[config.mk]
export PLATFORM = sky130hd
export DESIGN_NAME = dda_line_point_generator_unit
export DESIGN_NICKNAME = d
export VERILOG_FILES = /design/src/rtl/dda_lpg_pkg.sv /design/src/rtl/dda_lpg_front.sv /design/src/rtl/dda_lpg_queue.sv /design/src/rtl/dda_lpg_back.sv /design/src/rtl/dda_line_point_generator_unit.sv
export SDC_FILE = /design/constraint.sdc
export NUM_CORES = 1
export LEC_CHECK = 0
export ABC_AREA = 1
export BUFFER_PORTS_ARGS = -buffer_cell sky130_fd_sc_hd__buf_2
export CAP_MARGIN = 20
export CORE_MARGIN = 3
export CORE_UTILIZATION = 50
export DETAILED_ROUTE_END_ITERATION = 8
export GPL_TIMING_DRIVEN = 0
export PLACE_DENSITY = 0.64
export SLEW_MARGIN = 15
export SYNTH_ARGS = -nofsm -noshare
export SYNTH_HDL_FRONTEND = slang
export SYNTH_SLANG_ARGS = --single-unit
export TNS_END_PERCENT = 5
[constraint.sdc]
create_clock -name clk -period 13.65 [get_ports clk]
set_input_delay 0 -clock clk [delete_from_list [all_inputs] [get_ports clk]]
set_output_delay 0 -clock clk [all_outputs]
set_load 0.01 [all_outputs]
[src/rtl/dda_lpg_pkg.sv]
`timescale 1ns / 1ps
`default_nettype none
// ----------------------------------------------------------------------------
// DDA line point generator package
// Command codes shared by the front end and the back end of the generator.
// ----------------------------------------------------------------------------
package dda_lpg_pkg;

    typedef enum logic {
        CMD_LOAD = 1'b0,
        CMD_STEP = 1'b1
    } cmd_t;

endpackage
`default_nettype wire

[src/rtl/dda_lpg_front.sv]
`timescale 1ns / 1ps
`default_nettype none
// ----------------------------------------------------------------------------
// DDA line point generator front end
// Accepts command words, forms the endpoint deltas, their magnitudes and the
// line length, and passes the classified word on to the queue.
// ----------------------------------------------------------------------------
module dda_lpg_front
    import dda_lpg_pkg::*;
#(
    parameter int COORD_BITS = 12
)
(
    input  wire logic                         in_valid,
    output logic                              in_ready,
    input  wire logic                         command,
    input  wire logic signed [COORD_BITS-1:0] start_x,
    input  wire logic signed [COORD_BITS-1:0] start_y,
    input  wire logic signed [COORD_BITS-1:0] end_x,
    input  wire logic signed [COORD_BITS-1:0] end_y,
    output logic                              push_valid,
    input  wire logic                         push_ready,
    output logic [5*COORD_BITS+2:0]           push_data
);

    localparam int C = COORD_BITS;

    typedef struct packed {
        cmd_t         cmd;
        logic [C-1:0] sx;
        logic [C-1:0] sy;
        logic [C-1:0] ax;
        logic [C-1:0] ay;
        logic         neg_x;
        logic         neg_y;
        logic [C-1:0] len;
    } entry_t;

    entry_t     e;
    logic [C:0] dx;
    logic [C:0] dy;
    logic [C:0] mag_x;
    logic [C:0] mag_y;

    assign dx    = {end_x[C-1], end_x} - {start_x[C-1], start_x};
    assign dy    = {end_y[C-1], end_y} - {start_y[C-1], start_y};
    assign mag_x = dx[C] ? (~dx + {{C{1'b0}}, 1'b1}) : dx;
    assign mag_y = dy[C] ? (~dy + {{C{1'b0}}, 1'b1}) : dy;

    always_comb
    begin
        e.cmd   = cmd_t'(command);
        e.sx    = start_x;
        e.sy    = start_y;
        e.ax    = mag_x[C-1:0];
        e.ay    = mag_y[C-1:0];
        e.neg_x = dx[C];
        e.neg_y = dy[C];
        e.len   = (mag_y > mag_x) ? mag_y[C-1:0] : mag_x[C-1:0];
    end

    assign push_data  = e;
    assign push_valid = in_valid;
    assign in_ready   = push_ready;

endmodule
`default_nettype wire

[src/rtl/dda_lpg_queue.sv]
`timescale 1ns / 1ps
`default_nettype none
// ----------------------------------------------------------------------------
// DDA line point generator queue
// Two-entry queue between the front end and the back end.
// ----------------------------------------------------------------------------
module dda_lpg_queue #(
    parameter int WIDTH = 63
)
(
    input  wire logic             clk,
    input  wire logic             rst_n,
    input  wire logic             push_valid,
    output logic                  push_ready,
    input  wire logic [WIDTH-1:0] push_data,
    output logic                  pop_valid,
    input  wire logic             pop_ready,
    output logic [WIDTH-1:0]      pop_data
);

    logic [WIDTH-1:0] mem_reg [2];
    logic             wr_ptr_reg;
    logic             rd_ptr_reg;
    logic [1:0]       count_reg;
    logic [1:0]       count_next;
    logic             push;
    logic             pop;

    assign push_ready = (count_reg != 2'd2);
    assign pop_valid  = (count_reg != 2'd0);
    assign pop_data   = mem_reg[rd_ptr_reg];
    assign push       = push_valid && push_ready;
    assign pop        = pop_valid && pop_ready;
    assign count_next = count_reg + {1'b0, push} - {1'b0, pop};

    always_ff @(posedge clk or negedge rst_n)
    begin
        if (!rst_n)
        begin
            wr_ptr_reg <= 1'b0;
            rd_ptr_reg <= 1'b0;
            count_reg  <= 2'd0;
        end
        else
        begin
            if (push)
            begin
                wr_ptr_reg <= ~wr_ptr_reg;
            end
            if (pop)
            begin
                rd_ptr_reg <= ~rd_ptr_reg;
            end
            count_reg <= count_next;
        end
    end

    always_ff @(posedge clk)
    begin
        if (push)
        begin
            mem_reg[wr_ptr_reg] <= push_data;
        end
    end

endmodule
`default_nettype wire

[src/rtl/dda_lpg_back.sv]
`timescale 1ns / 1ps
`default_nettype none
// ----------------------------------------------------------------------------
// DDA line point generator back end
// Executes queued words: nonzero-length loads start a restoring division for
// both increments, steps on an active line advance the fixed-point accumulators
// and round the point; other steps give an empty word.
module dda_lpg_back
    import dda_lpg_pkg::*;
#(
    parameter int COORD_BITS = 12,
    parameter int FRAC_BITS  = 16
)
(
    input  wire logic                  clk,
    input  wire logic                  rst_n,
    input  wire logic                  q_valid,
    output logic                       q_ready,
    input  wire logic [5*COORD_BITS+2:0] q_entry,
    output logic                       out_valid,
    input  wire logic                  out_ready,
    output logic signed [COORD_BITS-1:0] pixel_x,
    output logic signed [COORD_BITS-1:0] pixel_y,
    output logic                       point_valid,
    output logic                       last_point
);

    localparam int C  = COORD_BITS;
    localparam int F  = FRAC_BITS;
    localparam int AW = C + F + 2;
    localparam int NW = C + F + 1;
    localparam int CW = $clog2(F + 1);

    typedef struct packed {
        cmd_t         cmd;
        logic [C-1:0] sx;
        logic [C-1:0] sy;
        logic [C-1:0] ax;
        logic [C-1:0] ay;
        logic         neg_x;
        logic         neg_y;
        logic [C-1:0] len;
    } entry_t;

    typedef enum logic [1:0] {
        ST_RUN = 2'b01,
        ST_DIV = 2'b10
    } back_state_t;

    function automatic logic [C:0] div_step(input logic [C-1:0] rem,
                                            input logic         nbit,
                                            input logic [C-1:0] dvs);
        logic [C:0] t;
        logic [C:0] d;
        t = {rem, nbit};
        d = t - {1'b0, dvs};
        if (t >= {1'b0, dvs})
        begin
            return {d[C-1:0], 1'b1};
        end
        return {t[C-1:0], 1'b0};
    endfunction

    function automatic logic [AW-1:0] add_inc(input logic [AW-1:0] acc,
                                              input logic [F:0]    mag,
                                              input logic          neg);
        logic [AW-1:0] m;
        m = {{(AW-F-1){1'b0}}, mag};
        return acc + (neg ? ~m : m) + {{(AW-1){1'b0}}, neg};
    endfunction

    function automatic logic [C-1:0] round_px(input logic [AW-1:0] acc,
                                              input logic [AW-1:0] bias);
        logic corr;
        corr = acc[AW-1] && (bias[F-1:0] == '0);
        return bias[F +: C] - {{(C-1){1'b0}}, corr};
    endfunction

    back_state_t   state_reg;
    logic [CW-1:0] cnt_reg;
    logic [C-1:0]  steps_left_reg;
    logic          active_reg;
    logic          out_valid_reg;
    logic [C-1:0]  rem_x_reg;
    logic [C-1:0]  rem_y_reg;
    logic [F:0]    quo_x_reg;
    logic [F:0]    quo_y_reg;
    logic          neg_x_reg;
    logic          neg_y_reg;
    logic [AW-1:0] acc_x_reg;
    logic [AW-1:0] acc_y_reg;
    logic [AW-1:0] bias_x_reg;
    logic [AW-1:0] bias_y_reg;
    logic [C-1:0]  pixel_x_reg;
    logic [C-1:0]  pixel_y_reg;
    logic          point_valid_reg;
    logic          last_point_reg;

    entry_t        e;
    logic          slot_free;
    logic          pop;
    logic          is_load;
    logic          len_zero;
    logic [NW-1:0] num_x;
    logic [NW-1:0] num_y;
    logic [C:0]    dstep_x;
    logic [C:0]    dstep_y;
    logic [AW-1:0] acc_x_next;
    logic [AW-1:0] acc_y_next;
    logic [AW-1:0] bias_x_next;
    logic [AW-1:0] bias_y_next;
    logic [AW-1:0] start_acc_x;
    logic [AW-1:0] start_acc_y;

    assign e         = q_entry;
    assign slot_free = !out_valid_reg || out_ready;
    assign q_ready   = (state_reg == ST_RUN) && slot_free;
    assign pop       = q_valid && q_ready;
    assign is_load   = (e.cmd == CMD_LOAD);
    assign len_zero  = (e.len == '0);

    assign num_x = {1'b0, e.ax, {F{1'b0}}} + {{(F+1){1'b0}}, 1'b0, e.len[C-1:1]};
    assign num_y = {1'b0, e.ay, {F{1'b0}}} + {{(F+1){1'b0}}, 1'b0, e.len[C-1:1]};

    assign dstep_x = div_step(rem_x_reg, quo_x_reg[F], steps_left_reg);
    assign dstep_y = div_step(rem_y_reg, quo_y_reg[F], steps_left_reg);

    assign acc_x_next  = add_inc(acc_x_reg, quo_x_reg, neg_x_reg);
    assign acc_y_next  = add_inc(acc_y_reg, quo_y_reg, neg_y_reg);
    assign bias_x_next = add_inc(bias_x_reg, quo_x_reg, neg_x_reg);
    assign bias_y_next = add_inc(bias_y_reg, quo_y_reg, neg_y_reg);

    assign start_acc_x = {{2{e.sx[C-1]}}, e.sx, {F{1'b0}}};
    assign start_acc_y = {{2{e.sy[C-1]}}, e.sy, {F{1'b0}}};

    always_ff @(posedge clk or negedge rst_n)
    begin
        if (!rst_n)
        begin
            state_reg      <= ST_RUN;
            cnt_reg        <= '0;
            steps_left_reg <= '0;
            active_reg     <= 1'b0;
            out_valid_reg  <= 1'b0;
        end
        else
        begin
            if (pop)
            begin
                out_valid_reg <= 1'b1;
            end
            else if (out_ready)
            begin
                out_valid_reg <= 1'b0;
            end
            unique case (state_reg)
                ST_RUN:
                begin
                    if (pop)
                    begin
                        if (is_load)
                        begin
                            steps_left_reg <= e.len;
                            active_reg     <= !len_zero;
                            if (!len_zero)
                            begin
                                state_reg <= ST_DIV;
                                cnt_reg   <= CW'(F);
                            end
                        end
                        else if (active_reg)
                        begin
                            steps_left_reg <= steps_left_reg - {{(C-1){1'b0}}, 1'b1};
                            if (steps_left_reg == {{(C-1){1'b0}}, 1'b1})
                            begin
                                active_reg <= 1'b0;
                            end
                        end
                    end
                end
                ST_DIV:
                begin
                    if (cnt_reg == '0)
                    begin
                        state_reg <= ST_RUN;
                    end
                    else
                    begin
                        cnt_reg <= cnt_reg - {{(CW-1){1'b0}}, 1'b1};
                    end
                end
                default:
                begin
                    state_reg <= ST_RUN;
                end
            endcase
        end
    end

    always_ff @(posedge clk)
    begin
        if (state_reg == ST_DIV)
        begin
            rem_x_reg <= dstep_x[C:1];
            rem_y_reg <= dstep_y[C:1];
            quo_x_reg <= {quo_x_reg[F-1:0], dstep_x[0]};
            quo_y_reg <= {quo_y_reg[F-1:0], dstep_y[0]};
        end
        else if (pop)
        begin
            if (is_load)
            begin
                pixel_x_reg     <= e.sx;
                pixel_y_reg     <= e.sy;
                point_valid_reg <= 1'b1;
                last_point_reg  <= len_zero;
                acc_x_reg       <= start_acc_x;
                acc_y_reg       <= start_acc_y;
                bias_x_reg      <= {{2{e.sx[C-1]}}, e.sx, 1'b1, {(F-1){1'b0}}};
                bias_y_reg      <= {{2{e.sy[C-1]}}, e.sy, 1'b1, {(F-1){1'b0}}};
                neg_x_reg       <= e.neg_x;
                neg_y_reg       <= e.neg_y;
                rem_x_reg       <= num_x[NW-1:F+1];
                rem_y_reg       <= num_y[NW-1:F+1];
                quo_x_reg       <= num_x[F:0];
                quo_y_reg       <= num_y[F:0];
            end
            else if (active_reg)
            begin
                acc_x_reg       <= acc_x_next;
                acc_y_reg       <= acc_y_next;
                bias_x_reg      <= bias_x_next;
                bias_y_reg      <= bias_y_next;
                pixel_x_reg     <= round_px(acc_x_next, bias_x_next);
                pixel_y_reg     <= round_px(acc_y_next, bias_y_next);
                point_valid_reg <= 1'b1;
                last_point_reg  <= (steps_left_reg == {{(C-1){1'b0}}, 1'b1});
            end
            else
            begin
                pixel_x_reg     <= '0;
                pixel_y_reg     <= '0;
                point_valid_reg <= 1'b0;
                last_point_reg  <= 1'b0;
            end
        end
    end

    assign out_valid   = out_valid_reg;
    assign pixel_x     = pixel_x_reg;
    assign pixel_y     = pixel_y_reg;
    assign point_valid = point_valid_reg;
    assign last_point  = last_point_reg;

endmodule
`default_nettype wire

[src/rtl/dda_line_point_generator_unit.sv]
`timescale 1ns / 1ps
`default_nettype none
// ----------------------------------------------------------------------------
// DDA line point generator
// Fixed-point DDA rasteriser: a load word returns the start point, each step
// word on an active line returns the next rounded point, others an empty word.
// ----------------------------------------------------------------------------
// A stream of step words yields one point per clock while each point is
// accepted at once and no division runs. A load of a line with nonzero length
// returns its start point and then runs the restoring division that forms both
// increments side by side, one quotient bit per cycle; a zero-length load only
// returns its start point. The front end keeps accepting words into a two-entry
// queue while the division runs, and outside it the back end takes the next word
// in the same cycle as the point in its output register is accepted.
// ----------------------------------------------------------------------------
module dda_line_point_generator_unit
    import dda_lpg_pkg::*;
#(
    parameter int COORD_BITS = 12,
    parameter int FRAC_BITS  = 16
)
(
    input  wire logic                         clk,
    input  wire logic                         rst_n,
    input  wire logic                         in_valid,
    output logic                              in_ready,
    input  wire logic                         command,
    input  wire logic signed [COORD_BITS-1:0] start_x,
    input  wire logic signed [COORD_BITS-1:0] start_y,
    input  wire logic signed [COORD_BITS-1:0] end_x,
    input  wire logic signed [COORD_BITS-1:0] end_y,
    output logic                              out_valid,
    input  wire logic                         out_ready,
    output logic signed [COORD_BITS-1:0]      pixel_x,
    output logic signed [COORD_BITS-1:0]      pixel_y,
    output logic                              point_valid,
    output logic                              last_point
);

    localparam int ENTRY_W = 5 * COORD_BITS + 3;

    logic               push_valid;
    logic               push_ready;
    logic [ENTRY_W-1:0] push_data;
    logic               q_valid;
    logic               q_ready;
    logic [ENTRY_W-1:0] q_entry;

    dda_lpg_front #(
        .COORD_BITS (COORD_BITS)
    ) u_front (
        .in_valid   (in_valid),
        .in_ready   (in_ready),
        .command    (command),
        .start_x    (start_x),
        .start_y    (start_y),
        .end_x      (end_x),
        .end_y      (end_y),
        .push_valid (push_valid),
        .push_ready (push_ready),
        .push_data  (push_data)
    );

    dda_lpg_queue #(
        .WIDTH (ENTRY_W)
    ) u_queue (
        .clk        (clk),
        .rst_n      (rst_n),
        .push_valid (push_valid),
        .push_ready (push_ready),
        .push_data  (push_data),
        .pop_valid  (q_valid),
        .pop_ready  (q_ready),
        .pop_data   (q_entry)
    );

    dda_lpg_back #(
        .COORD_BITS (COORD_BITS),
        .FRAC_BITS  (FRAC_BITS)
    ) u_back (
        .clk         (clk),
        .rst_n       (rst_n),
        .q_valid     (q_valid),
        .q_ready     (q_ready),
        .q_entry     (q_entry),
        .out_valid   (out_valid),
        .out_ready   (out_ready),
        .pixel_x     (pixel_x),
        .pixel_y     (pixel_y),
        .point_valid (point_valid),
        .last_point  (last_point)
    );

    a_pop_fills_output: assert property (
        @(posedge clk) disable iff (!rst_n)
        q_valid && q_ready |=> out_valid
    ) else $error("word taken from the queue produced no output word");

    a_last_is_point: assert property (
        @(posedge clk) disable iff (!rst_n)
        out_valid && last_point |-> point_valid
    ) else $error("last point flagged on an empty word");

    a_empty_is_zero: assert property (
        @(posedge clk) disable iff (!rst_n)
        out_valid && !point_valid |-> (pixel_x == '0) && (pixel_y == '0)
    ) else $error("empty word carries nonzero coordinates");

endmodule
`default_nettype wire
==> summary.md <==
| Metric | Value |
|---|---|
| Buf+Inv Stages, Crit Path | `4` |
| DRT iter0 DRCs | `1398` |
| Post-synth top flop | `edfxtp_1` |
| Top cell type's share of synthesized area | `38.61%` |
| Synth warnings | `0` |
| Root buf cell | `clkbuf_16` |
| Status | `finished clean` |
| P&R area growth vs syn | `12.84%` |
| Achievable Freq | `0.1908 GHz` |
| CP Class | `flop to flop` |
| Vias in the first global route | `21740` |
| Wl on met1 | `33.18 mm` |
| CTS tree | `built` |
| Fill count | `4737` |
| IO Pins | `81` |
| Drc violations | `0` |
| Critical path's top delay family | `simple AND/OR/NAND/NOR gates` |
| Reg clk slew, reported paths | `60 ps` |
| Max_slew headroom | `28.38%` |
| Syn avg cell area | `7.819 um2` |
| Clock skew | `25.27 ps` |
| Port Buffer Count | `80` |
| First drt pass iteration count | `7` |
| Total gr overflow | `0` |
| Hpwl dp | `61.30 mm` |
| Syn Nets | `3507` |
| DRT Wirelength | `76.45 mm` |
| Worst slew pin tran | `1074 ps` |
| Cell count after synthesis | `3263` |
| Mapped Area | `25510 um2` |
| Die area | `53770 um2` |
| H-Tree Depth | `2` |
| Final Non-Filler Cells | `4136` |
| Critical path peak fanout | `13` |
| Max FFs per register | `126` |
| Cell taking the most area after synthesis | `edfxtp_1` |
| Nets | `3674` |
| Clk buf depth | `3` |
| Global Route Usage Sum | `28.41%` |
| Critical Path Slowest Stage Cell | `edfxtp_1` |
| Met3 wire len | `3.790 mm` |
| Routed WL per cell | `18.49 um` |
| DRT antenna net count | `0` |
| Max-slew violations | `0` |
| Via count | `22385` |
| Final setup fails | `0` |
| Unrepaired setup endpoints after global routing | `no` |
| Max_cap viols | `0` |
| Width of the die | `231.9 um` |
| Final min period | `5240 ps` |
| Pin count of the biggest net entering global routing | `78` |
| Initial Util | `50.75%` |
| Number of synthesized flops with an enable pin | `328` |
| Most frequent cells in the layout | `nand2_1, inv_1, edfxtp_1` |
| Multi-input gate area | `13150 um2` |
| PostCTS Resize Cnt | `0` |
| Number of synthesized register bits | `353` |
| Hold crit path type | `input pin to flop` |
| Core area | `50270 um2` |
| Standard-cell rows | `82` |
| Library cells used by synthesis | `66` |
| Async set or reset register ratio after synthesis | `7.082%` |
| Layout cells sized above 1 | `7.997%` |
| Startpoint types | `flop` |
| Final Wtd Congestion | `0.9355` |
| Number of diodes | `0` |
| Clock sink count | `353` |
| # hold bufs at CTS | `30` |
| Top area cells in the synthesized netlist | `edfxtp_1, nand2_1, ha_1` |
| Num CTS Buffers | `43` |
| Vias/cell | `5.412` |
| Hold slack final | `88.75 ps` |
| Die Y | `231.9 um` |
| Crit-path cells | `buf_2, buf_1, xor2_1, ha_1, nand2_1, inv_1, nand2_1, nand2_1, inv_1, nand2_1, nand2_1, nand2_1, xor2_1, nor2_1, nand4_1, nor3_1, ha_1, ha_1, nand3_2, nor2_4, nand3_1, nand3_1, nand2_1` |
| # Post-CTS Setup Buffers | `0` |
| Initial antenna violation count | `1` |
| Final setup margin | `8410 ps` |
| Setup WS pre-CTS | `8103 ps` |
| Placed Cells | `4026` |
| Final TNS setup | `0 ps` |
| Metal2 WL | `37.12 mm` |
| First-pass GRT wire length | `118.6 mm` |
| Post-synthesis sequential area ratio | `41.06%` |
| Data arrival, critical path | `5560 ps` |
| Period utilization | `38.39%` |
| Clock Latency Late Sink | `580 ps` |
| Most common cell after layout, fill and taps aside | `nand2_1` |
| Required time of the critical path | `13970 ps` |
| Critical Path End Type | `flop` |
| Highest metal used | `met4` |
| Max stage delay on crit path | `790 ps` |
| Sequential cell area | `10480 um2` |
| Final Hold Viols | `0` |
| Most common cell on crit path | `nand2_1` |
-- path summary, 6_finish.rpt --
path                       cells past startpoint                       end  slack, ps         startpoint
setup / recovery                              23        u_back.pixel_x[10]       8410   u_back.neg_x_reg
hold / removal                                 4    u_queue.mem_reg[1][26]         90           end_x[0]
setup reg to reg                              23        u_back.pixel_x[10]       8410   u_back.neg_x_reg
hold reg to reg                                1         u_back.cnt_reg[0]        460  u_back.cnt_reg[0]
max in group asynchronous                      4  u_back.steps_left_reg[3]      13020              rst_n
min in group asynchronous                      4        u_queue.wr_ptr_reg        480              rst_n
-- cells by family (layout without fill, tap and decap cells) --
group                      count (synthesis)  count (layout)  share of synthesized area (%)
DFF                                      353             353                          41.06
AOI/OAI and AO/OA                        518             518                          11.21
muxes                                      3               3                         0.1177
xor gates and xnor gates                 124             124                          4.610
adders and majority gates                191             191                          9.603
buffers and inverters                    500             701                          7.528
and+or+nand+nor                         1574            1574                          25.87
-- cell type report --
type | count | share of cell area (%)
Buffer | 56 | 0.8997
Tap cell | 672 | 2.921
Multi-Input combinational cell | 2410 | 45.67
Timing Repair Buffer | 122 | 3.242
Inverter | 444 | 5.798
Clock buffer | 56 | 3.981
Sequential cell | 353 | 36.39
Clock inverter | 23 | 1.100
-- metrics by stage --
stage	util [%]	area (um2)
after floorplan	-	25510
after detailed placement	53.71	27000
final	57.26	28790
after CTS	57.23	28770
after global placement	53.22	26750
after global routing	57.26	28790
-- routing by layer --
layer,GRT usage [%],vias up
met3,3.631,121
met2,49.48,606
met4,8.579,0
met1,36.96,10490
met5,0,-
li1,-,11168
-- worst register-to-register path: cells and delay by family, from the launching register on --
family / cells / cell delay (ps)
xor+xnor: 2 / 570
fa+ha+maj: 3 / 830
buf+inv: 4 / 1110
flops: 1 / 790
simple gates: 14 / 1710
-- Yosys cell counts, types with 12 or more instances --
master / count
nand2_1: 959
clkbuf_1: 30
buf_2: 12
o22ai_1: 12
or2_2: 12
xnor2_1: 43
a21o_1: 20
nor2_2: 16
o21ai_1: 19
nand4_1: 48
nor2_1: 296
inv_1: 432
nor3_1: 35
nand2_2: 18
edfxtp_1: 328
dfrtp_1: 24
o21ai_0: 222
a31oi_1: 12
xor2_1: 72
ha_1: 183
nand3_1: 142
a21oi_1: 178
o21bai_1: 13
nand3b_1: 14
Power is not shown: default switching activity piles up to over one toggle a cycle in this logic, so the estimate is an artifact.
